[config.mk]
export PLATFORM = sky130hd
export DESIGN_NAME = mppt_perturb_observe_flat
export DESIGN_NICKNAME = d
export VERILOG_FILES = /design/src/hdl/mppt_po_pkg.sv /design/src/hdl/mppt_po_sample_if.sv /design/src/hdl/mppt_po_result_if.sv /design/src/hdl/mppt_po_update.sv /design/src/hdl/mppt_perturb_observe.sv /design/src/flat_wrapper.sv
export SDC_FILE = /design/constraint.sdc
export NUM_CORES = 1
export LEC_CHECK = 0
export BUFFER_PORTS_ARGS = -buffer_cell sky130_fd_sc_hd__buf_2
export CORE_MARGIN = 3
export CORE_UTILIZATION = 45
export CTS_BUF_LIST = sky130_fd_sc_hd__clkbuf_16
export DETAILED_ROUTE_END_ITERATION = 8
export GPL_ROUTABILITY_DRIVEN = 0
export PLACE_DENSITY = 0.74
export SETUP_SLACK_MARGIN = 0.2
export SLEW_MARGIN = 20
export SYNTH_ARGS = -nofsm -noshare
export SYNTH_HDL_FRONTEND = slang
export SYNTH_SLANG_ARGS = --single-unit
[constraint.sdc]
create_clock -name clk_i -period 12.07 [get_ports clk_i]
set_clock_uncertainty 0.15 [all_clocks]
set_input_delay 0.6035 -clock clk_i [delete_from_list [all_inputs] [get_ports clk_i]]
set_output_delay 0.6035 -clock clk_i [all_outputs]
set_load 0.05 [all_outputs]
[src/hdl/mppt_po_pkg.sv]
`default_nettype none

package mppt_po_pkg;

  localparam int unsigned VoltW  = 16;
  localparam int unsigned CurrW  = 16;
  localparam int unsigned PowerW = 32;
  localparam int unsigned CfgW   = 32;
  localparam int unsigned IdxW   = 3;

  // Wide enough for voltage plus or minus step without wrapping
  localparam int unsigned TargW  = VoltW + 2;
  // Wide enough for the signed power change and the negated deadband
  localparam int unsigned DeltaW = PowerW + 2;

  localparam logic [VoltW-1:0]  ResetTargetMv = 16'd20000;
  localparam logic [VoltW-1:0]  ResetStepMv   = 16'd100;
  localparam logic [VoltW-1:0]  ResetMinMv    = 16'd15000;
  localparam logic [VoltW-1:0]  ResetMaxMv    = 16'd25000;
  localparam logic [PowerW-1:0] ResetDbandUw  = 32'd10000;

  typedef enum logic [IdxW-1:0] {
    REG_ENABLE   = 3'd0,
    REG_STEP     = 3'd1,
    REG_MIN_TARG = 3'd2,
    REG_MAX_TARG = 3'd3,
    REG_DEADBAND = 3'd4
  } reg_idx_e;

  typedef struct packed {
    logic              enable;
    logic [VoltW-1:0]  step_mv;
    logic [VoltW-1:0]  min_target_mv;
    logic [VoltW-1:0]  max_target_mv;
    logic [PowerW-1:0] power_deadband_uw;
  } cfg_t;

  typedef struct packed {
    logic [PowerW-1:0] prev_power_uw;
    logic [VoltW-1:0]  target_mv;
    logic              first_sample;
  } trk_state_t;

endpackage

`default_nettype wire

[src/hdl/mppt_po_sample_if.sv]
`default_nettype none

interface mppt_po_sample_if;
  import mppt_po_pkg::*;

  logic             valid;
  logic             ready;
  logic [VoltW-1:0] voltage_mv;
  logic [CurrW-1:0] current_ma;

  modport source (output valid, output voltage_mv, output current_ma, input ready);
  modport sink   (input valid, input voltage_mv, input current_ma, output ready);
endinterface

`default_nettype wire

[src/hdl/mppt_po_result_if.sv]
`default_nettype none

interface mppt_po_result_if;
  import mppt_po_pkg::*;

  logic              valid;
  logic              ready;
  logic [VoltW-1:0]  target_mv;
  logic [PowerW-1:0] power_uw;

  modport source (output valid, output target_mv, output power_uw, input ready);
  modport sink   (input valid, input target_mv, input power_uw, output ready);
endinterface

`default_nettype wire

[src/hdl/mppt_po_update.sv]
`default_nettype none

module mppt_po_update (
  input  mppt_po_pkg::cfg_t                      cfg_i,
  input  mppt_po_pkg::trk_state_t                cur_i,
  input  logic [mppt_po_pkg::VoltW-1:0]          voltage_mv_i,
  input  logic [mppt_po_pkg::PowerW-1:0]         power_uw_i,
  output mppt_po_pkg::trk_state_t                nxt_o
);
  import mppt_po_pkg::*;

  logic signed [DeltaW-1:0] delta_p;
  logic signed [DeltaW-1:0] dband;
  logic signed [TargW-1:0]  volt_s;
  logic signed [TargW-1:0]  step_s;
  logic signed [TargW-1:0]  min_s;
  logic signed [TargW-1:0]  max_s;
  logic signed [TargW-1:0]  targ_raw;
  logic signed [TargW-1:0]  targ_lo;
  logic signed [TargW-1:0]  targ_cl;

  assign delta_p = $signed({2'b00, power_uw_i}) - $signed({2'b00, cur_i.prev_power_uw});
  assign dband   = $signed({2'b00, cfg_i.power_deadband_uw});
  assign volt_s  = $signed({2'b00, voltage_mv_i});
  assign step_s  = $signed({2'b00, cfg_i.step_mv});
  assign min_s   = $signed({2'b00, cfg_i.min_target_mv});
  assign max_s   = $signed({2'b00, cfg_i.max_target_mv});

  always_comb begin
    if (cur_i.first_sample) begin
      targ_raw = volt_s;
    end else if (delta_p > dband) begin
      targ_raw = volt_s + step_s;
    end else if (delta_p < -dband) begin
      targ_raw = volt_s - step_s;
    end else begin
      targ_raw = $signed({2'b00, cur_i.target_mv});
    end
  end

  // Minimum first, maximum last: max wins when the limits cross
  assign targ_lo = (targ_raw < min_s) ? min_s : targ_raw;
  assign targ_cl = (targ_lo > max_s) ? max_s : targ_lo;

  always_comb begin
    nxt_o = cur_i;
    if (cfg_i.enable) begin
      nxt_o.target_mv    = targ_cl[VoltW-1:0];
      nxt_o.first_sample = 1'b0;
      if (!cur_i.first_sample) begin
        nxt_o.prev_power_uw = power_uw_i;
      end
    end
  end

endmodule

`default_nettype wire

[src/hdl/mppt_perturb_observe.sv]
// Perturb-and-observe maximum power point tracker.
//
// sample_i carries one panel voltage (mV) and current (mA) per item; result_o
// returns one item per sample: the clamped voltage target (mV) and the stored
// panel power (uW). Both channels use valid/ready; an item moves on a rising
// edge with both high. Registers are written through cfg_we_i, cfg_idx_i and
// cfg_wdata_i, only while no item is in flight, a rule the block leaves to the user.
//
// Result valid rises once the sample has passed the sample stage and the
// result register. The first stage registers the voltage and the 16x16
// product, the second compares the power change with the deadband, clamps
// the target and loads the result register together with the tracker state.
// One item per cycle is sustained while result_o.ready stays high.
//
// When result_o stalls, the result register holds; the sample stage still
// takes one item if it is empty, then sample_i.ready drops until the result
// is taken. Reset empties both stages, restores register defaults, sets the
// target to 20000 mV, the stored power to 0 and arms the first-sample flag.
`default_nettype none

module mppt_perturb_observe (
  input  logic                               clk_i,
  input  logic                               rst_ni,
  input  logic                               cfg_we_i,
  input  logic [mppt_po_pkg::IdxW-1:0]       cfg_idx_i,
  input  logic [mppt_po_pkg::CfgW-1:0]       cfg_wdata_i,
  mppt_po_sample_if.sink                     sample_i,
  mppt_po_result_if.source                   result_o
);
  import mppt_po_pkg::*;

  cfg_t               cfg_q;
  trk_state_t         state_q;
  trk_state_t         state_nxt;

  logic               a_valid_q;
  logic [VoltW-1:0]   a_volt_q;
  logic [PowerW-1:0]  a_power_q;
  logic [PowerW-1:0]  product;

  logic               out_valid_q;
  logic [VoltW-1:0]   out_target_q;
  logic [PowerW-1:0]  out_power_q;

  logic               b_free;
  logic               b_fire;
  logic               a_take;

  // Configuration registers
  always_ff @(posedge clk_i or negedge rst_ni) begin
    if (!rst_ni) begin
      cfg_q.enable            <= 1'b1;
      cfg_q.step_mv           <= ResetStepMv;
      cfg_q.min_target_mv     <= ResetMinMv;
      cfg_q.max_target_mv     <= ResetMaxMv;
      cfg_q.power_deadband_uw <= ResetDbandUw;
    end else if (cfg_we_i) begin
      unique case (cfg_idx_i)
        REG_ENABLE:   cfg_q.enable            <= cfg_wdata_i[0];
        REG_STEP:     cfg_q.step_mv           <= cfg_wdata_i[VoltW-1:0];
        REG_MIN_TARG: cfg_q.min_target_mv     <= cfg_wdata_i[VoltW-1:0];
        REG_MAX_TARG: cfg_q.max_target_mv     <= cfg_wdata_i[VoltW-1:0];
        REG_DEADBAND: cfg_q.power_deadband_uw <= cfg_wdata_i[PowerW-1:0];
        default: ;
      endcase
    end
  end

  assign b_free         = !out_valid_q || result_o.ready;
  assign b_fire         = a_valid_q && b_free;
  assign a_take         = !a_valid_q || b_free;
  assign sample_i.ready = a_take;

  assign product = {{(PowerW-VoltW){1'b0}}, sample_i.voltage_mv} *
                   {{(PowerW-CurrW){1'b0}}, sample_i.current_ma};

  // Sample stage: voltage and product
  always_ff @(posedge clk_i or negedge rst_ni) begin
    if (!rst_ni) begin
      a_valid_q <= 1'b0;
    end else if (a_take) begin
      a_valid_q <= sample_i.valid;
    end
  end

  always_ff @(posedge clk_i) begin
    if (a_take && sample_i.valid) begin
      a_volt_q  <= sample_i.voltage_mv;
      a_power_q <= product;
    end
  end

  mppt_po_update u_update (
    .cfg_i        (cfg_q),
    .cur_i        (state_q),
    .voltage_mv_i (a_volt_q),
    .power_uw_i   (a_power_q),
    .nxt_o        (state_nxt)
  );

  // Tracker state advances with each item leaving the sample stage
  always_ff @(posedge clk_i or negedge rst_ni) begin
    if (!rst_ni) begin
      state_q.prev_power_uw <= '0;
      state_q.target_mv     <= ResetTargetMv;
      state_q.first_sample  <= 1'b1;
    end else if (b_fire) begin
      state_q <= state_nxt;
    end
  end

  always_ff @(posedge clk_i or negedge rst_ni) begin
    if (!rst_ni) begin
      out_valid_q <= 1'b0;
    end else if (b_free) begin
      out_valid_q <= a_valid_q;
    end
  end

  always_ff @(posedge clk_i) begin
    if (b_fire) begin
      out_target_q <= state_nxt.target_mv;
      out_power_q  <= state_nxt.prev_power_uw;
    end
  end

  assign result_o.valid     = out_valid_q;
  assign result_o.target_mv = out_target_q;
  assign result_o.power_uw  = out_power_q;

`ifndef SYNTHESIS
  // A held result always mirrors the tracker state
  a_out_matches_state: assert property (@(posedge clk_i) disable iff (!rst_ni)
    out_valid_q |-> (out_target_q == state_q.target_mv &&
                     out_power_q == state_q.prev_power_uw))
    else $error("result register differs from tracker state");

  a_frozen_when_disabled: assert property (@(posedge clk_i) disable iff (!rst_ni)
    (b_fire && !cfg_q.enable) |=> ($stable(state_q.target_mv) &&
                                   $stable(state_q.prev_power_uw) &&
                                   $stable(state_q.first_sample)))
    else $error("tracker state moved while disabled");

  a_first_clears_on_item: assert property (@(posedge clk_i) disable iff (!rst_ni)
    $fell(state_q.first_sample) |-> $past(b_fire))
    else $error("first-sample flag cleared without an item");

  a_first_keeps_power: assert property (@(posedge clk_i) disable iff (!rst_ni)
    (b_fire && state_q.first_sample) |=> $stable(state_q.prev_power_uw))
    else $error("stored power changed on the first sample");
`endif

endmodule

`default_nettype wire

[src/flat_wrapper.sv]
// flat-port wrapper written by rule: the top's interface ports become plain ports
module mppt_perturb_observe_flat import mppt_po_pkg::*;
  (clk_i, rst_ni, cfg_we_i, cfg_idx_i, cfg_wdata_i, sample_i_valid, sample_i_voltage_mv, sample_i_current_ma, sample_i_ready, result_o_valid, result_o_target_mv, result_o_power_uw, result_o_ready);
  mppt_po_sample_if sample_i_i ();
  mppt_po_result_if result_o_i ();
  input  logic clk_i;
  input  logic rst_ni;
  input  logic cfg_we_i;
  input  logic [mppt_po_pkg::IdxW-1:0] cfg_idx_i;
  input  logic [mppt_po_pkg::CfgW-1:0] cfg_wdata_i;
  input wire logic [$bits(sample_i_i.valid)-1:0] sample_i_valid;
  input wire logic [$bits(sample_i_i.voltage_mv)-1:0] sample_i_voltage_mv;
  input wire logic [$bits(sample_i_i.current_ma)-1:0] sample_i_current_ma;
  output wire logic [$bits(sample_i_i.ready)-1:0] sample_i_ready;
  output wire logic [$bits(result_o_i.valid)-1:0] result_o_valid;
  output wire logic [$bits(result_o_i.target_mv)-1:0] result_o_target_mv;
  output wire logic [$bits(result_o_i.power_uw)-1:0] result_o_power_uw;
  input wire logic [$bits(result_o_i.ready)-1:0] result_o_ready;
  assign sample_i_i.valid = sample_i_valid;
  assign sample_i_i.voltage_mv = sample_i_voltage_mv;
  assign sample_i_i.current_ma = sample_i_current_ma;
  assign sample_i_ready = sample_i_i.ready;
  assign result_o_valid = result_o_i.valid;
  assign result_o_target_mv = result_o_i.target_mv;
  assign result_o_power_uw = result_o_i.power_uw;
  assign result_o_i.ready = result_o_ready;
  mppt_perturb_observe u_core (.clk_i(clk_i), .rst_ni(rst_ni), .cfg_we_i(cfg_we_i), .cfg_idx_i(cfg_idx_i), .cfg_wdata_i(cfg_wdata_i), .sample_i(sample_i_i), .result_o(result_o_i));
endmodule
-- After elaboration in Yosys (flattened, before gate mapping)
Index checks and enable logic that the tools add are counted.
- bits in registers: 228
- bits in latches: 0
- memory bits (writable): 0
- ROM bits: 0
- output and inout bits: 50
- logic and storage cells: 47
- memories: 0
- add/subtract/negate cells: 4
- $mul: 1
- divide/modulo/power cells: 0
- $lt $le $gt $ge: 4
- eq/ne operators: 4
- shift-type cells: 0
- muxes and demuxes: 7
- bitwise gates (word level): 0
- reductions and logical operators: 13
- operators by type and width (cell ; count):
    18-bit 2-to-1 mux ; 4
    49-bit 2-to-1 mux ; 1
    34-bit by 33-bit greater-than comparator with 1-bit output ; 1
    34-bit less-than comparator ; 1
    32-bit negation with 34-bit output ; 1
    32-bit by 32-bit subtractor with 33-bit output ; 1
    16-bit by 16-bit multiplier with 32-bit output ; 1
    32-bit 2-to-1 mux ; 1
    18-bit by 17-bit greater-than comparator with 1-bit output ; 1
    18-bit by 17-bit less-than comparator with 1-bit output ; 1
    16-bit by 16-bit adder with 17-bit output ; 1
    16-bit by 16-bit subtractor with 17-bit output ; 1
    16-bit 2-to-1 mux ; 1
    2-bit AND reduction ; 6
    3-bit by 2-bit == test with 1-bit output, second input constant ; 2
    3-bit by 1-bit == test with 1-bit output, second input constant ; 1
    3-bit == test, second input constant ; 1
    3-bit logical NOT ; 1
    1-bit logical AND ; 2
    1-bit logical NOT ; 2
    1-bit logical OR ; 2

-- Depth between registers and ports, before layout
- word-level depth: 10
- gate-level depth with buffers: 63

-- Hierarchy
A second synthesis with hierarchy kept.
- cell total of the unflattened synthesis: 2498
- area, all modules: 24039.3 µm²
- by module, submodules not included (module ; instances ; cells each ; area each (µm²)):
    mppt_perturb_observe ; 1 ; 1373 ; 16400.7
    mppt_po_update ; 1 ; 1125 ; 7638.6

-- Least setup slack after synthesis
Ideal clock, no wire load.
- path kind: register to register
- start: reg u_core.a_power_q[6]
- end: reg u_core.out_target_q[0], in the netlist u_core.result_o.target_mv[0], data pin
- library setup time: 0.259 ns
- arrival time: 10.321 ns
- slack: 1.341 ns
- stages on the path, launching flop included: 58
- period minus slack after synthesis: 10.729 ns
- cell sequence: edfxtp_1 -> ha_1 -> a21oi_1 -> o21ai_0 -> or3_1 -> o221a_2 -> o21a_1 -> o21a_1 -> o21ai_0 -> a21boi_0 -> or2_2 -> a41oi_1 -> xnor2_1 -> ha_1 -> a21o_1 -> a21o_1 -> a21o_1 -> a21o_1 -> (+22 left out) -> clkbuf_1 -> nor2_1 -> clkbuf_1 -> a221o_1 -> inv_1 -> ha_1 -> nor2b_1 -> o21a_1 -> o21a_1 -> o21a_1 -> o21a_1 -> o21ai_0 -> a21boi_0 -> o31ai_1 -> o31a_1 -> nand2_4 -> buf_4 -> o31a_1
- RTL lines (element ; RTL line ; source):
    start, declared ; mppt_perturb_observe.sv:38 ; logic [PowerW-1:0] a_power_q;
    start signal, assigned ; mppt_perturb_observe.sv:89 ; a_power_q <= product;
    end signal, assigned ; mppt_perturb_observe.sv:122 ; out_target_q <= state_nxt.target_mv;
    end, declared ; mppt_perturb_observe.sv:42 ; logic [VoltW-1:0] out_target_q;

==> run metrics <==
outcome finished, final reports clean; grt ovf 0; Tot GR Track Use 0.223; DR top layer met5; initial antenna violation count 2; Final Cycle Share 0.927; synthesized area roughly 0.024 sq mm; Layout Nets 3,265; M1 WL 26,500 microns; Arr. time, crit path roughly 11 ns; Synth area leader fa_1; CTS buffer count 25; Worst-Skew Late Latency 0.55 ns; Most common cell on crit path a21o_1; final setup vio count 0; Worst Hold Class in2reg; # DRC 0; Commonest cells post-synth nand2_1, inv_1, ha_1, fa_1, o21ai_0; CTS tree built; row cnt a little over 80; Worst setup SP type flip-flop; asr flop ratio synth 0.579; DR vias/cell 5.76; Worst path top cell family by delay compound AO/OA/AOI/OAI gates; Port Buffers 121; final WL roughly 63,000 microns; Bufs and invs on worst path 3; Yosys warnings 0; Sum Neg Setup Slack 0 ns; post-synthesis area per instance 8.92 sq um; Synth Flop Type dfrtp_1; Setup CP Type reg2reg; number of DRC violations after detailed-routing iteration 0 1,681; die width 236 microns; first-pass GRT wire length approximately 100,000 microns; hold slack final 0.0985 ns; vias roughly 20,000; core area 0.0518 sq mm; met2 routed WL 29,400 microns; Syn Nets 3,200; r2r setup slk 0.88 ns; Clk Tree Root Cell clkbuf_16; share of cells above drive strength 1 0.102; Seq/Total Area, Yosys 0.261; Storage cell area slightly above 0.006 sq mm; H-Tree Depth 1; top post-synthesis cells by area fa_1, ha_1, edfxtp_1; Die Height roughly 240 microns; CP peak stage delay 0.49 ns; vias in the first global route approximately 20,000; clk slew on worst S/H paths roughly 0.06 ns; IO Pins 122; Slew Limit Headroom 0.328; Post-synth EDFFs 96; fin cells about 3,400; Cells after Synth 2,669; largest net degree at the start of global routing 92; RSZ-0062 raised after global routing no; # diodes 0; Achievable Freq roughly 90 MHz; slowest CP cell or4_1; multi-input logic area 0.0159 sq mm; Synth Register Bits 228; HPWL after DPL 48,600 microns; Die ar. 0.0557 sq mm; # Max-Cap Violations 0; post-layout min period approximately 11 ns; final-layout fill cell count 4,783; routed len/inst 18.5 microns; Final Max Slew Viols 0; placed cells between 3,000 and 4,000; final hold violation count 0; Initial Utilization 0.459; DRT Pass-1 Iters 5; Clock Sinks 228; WL met3 5060 microns; most common cell in the netlist nand2_1; Crit. End Element flip-flop; clock tree buffer depth 3; Layout area overhead 8.90%; Routed Antenna Nets 0; Crit Path Max Fanout 15; CP required 12.31 ns; Synth cell types 81; Worst Tran Pin Value 1.01 ns; share of the synthesized area in the top cell type 0.166
cell usage in the layout, fill, tap and decap left out, drive strengths merged, types with 86 or more instances in the layout:
cell type / count
dfrtp: 104
ha: 262
and2: 109
edfxtp: 96
nor2: 86
buf: 137
a21oi: 95
inv: 385
o21ai: 199
fa: 197
nand2: 401
logic make-up after synthesis:
group,count (synthesis),synth area share
and+or+nand+nor,864,0.175
AOI/OAI and AO/OA,523,0.138
buffers and inverters,483,0.0776
adders and majority gates,460,0.304
DFF,228,0.261
xor gates and xnor gates,80,0.0294
muxes,31,0.0150
final timing paths:
path | cells after the start | from | endpoint
setup / recovery | 55 | u_core.a_power_q[8] | u_core.result_o.target_mv[3]
hold / removal | 2 | sample_i_valid | u_core.a_valid_q
setup reg to reg | 55 | u_core.a_power_q[8] | u_core.result_o.target_mv[3]
hold reg to reg | 2 | u_core.state_q[15] | u_core.state_q[15]
max in group asynchronous | 3 | rst_ni | u_core.a_valid_q
min in group asynchronous | 2 | rst_ni | u_core.cfg_q[18]
area by class of cell:
class	instances	area share
Multi-Input combinational cell	1961	0.612
Clock buffer	29	0.0280
Clock inverter	17	0.00381
Inverter	380	0.0551
Sequential cell	228	0.240
Timing Repair Buffer	138	0.0286
Tap cell	680	0.0328
metrics by stage:
| stage | util | cell area, sq um | setup WS, ns |
|---|---|---|---|
| after global placement | 0.482 | 25000 | 0.642 |
| after global routing | 0.500 | 25900 | 0.196 |
| after floorplan | - | 23800 | 1.34 |
| after detailed placement | 0.482 | 25000 | 0.308 |
| after CTS | 0.498 | 25800 | 0.215 |
| final | 0.500 | 25900 | 0.883 |
registers in the layout (all words and copies together), names as in the netlist:
register	flops
u_core.state_q	49
u_core.result_o.target_mv	16
u_core.result_o.valid	1
u_core.result_o.power_uw	32
u_core.a_volt_q	16
u_core.a_valid_q	1
u_core.a_power_q	32
u_core.cfg_q	81
repair_timing:
| item | CTS | global route |
|---|---|---|
| hold buffers | 1 | 0 |
| endpoints found under the setup margin | 0 | 32 |
| gates resized for setup | 0 | 20 |
| hold endpoints to repair | 59 | 0 |
| buffers inserted | 0 | 3 |
metal layers:
| metal | up-vias | track usage |
|---|---|---|
| met2 | 855 | 0.364 |
| li1 | 9059 | - |
| met4 | 4 | 0.0787 |
| met5 | - | 0 |
| met1 | 9703 | 0.307 |
| met3 | 156 | 0.0254 |
Power is left out: the tool's default activity adds up to more than one toggle a clock period on the data nets, which glitch-free logic cannot reach.
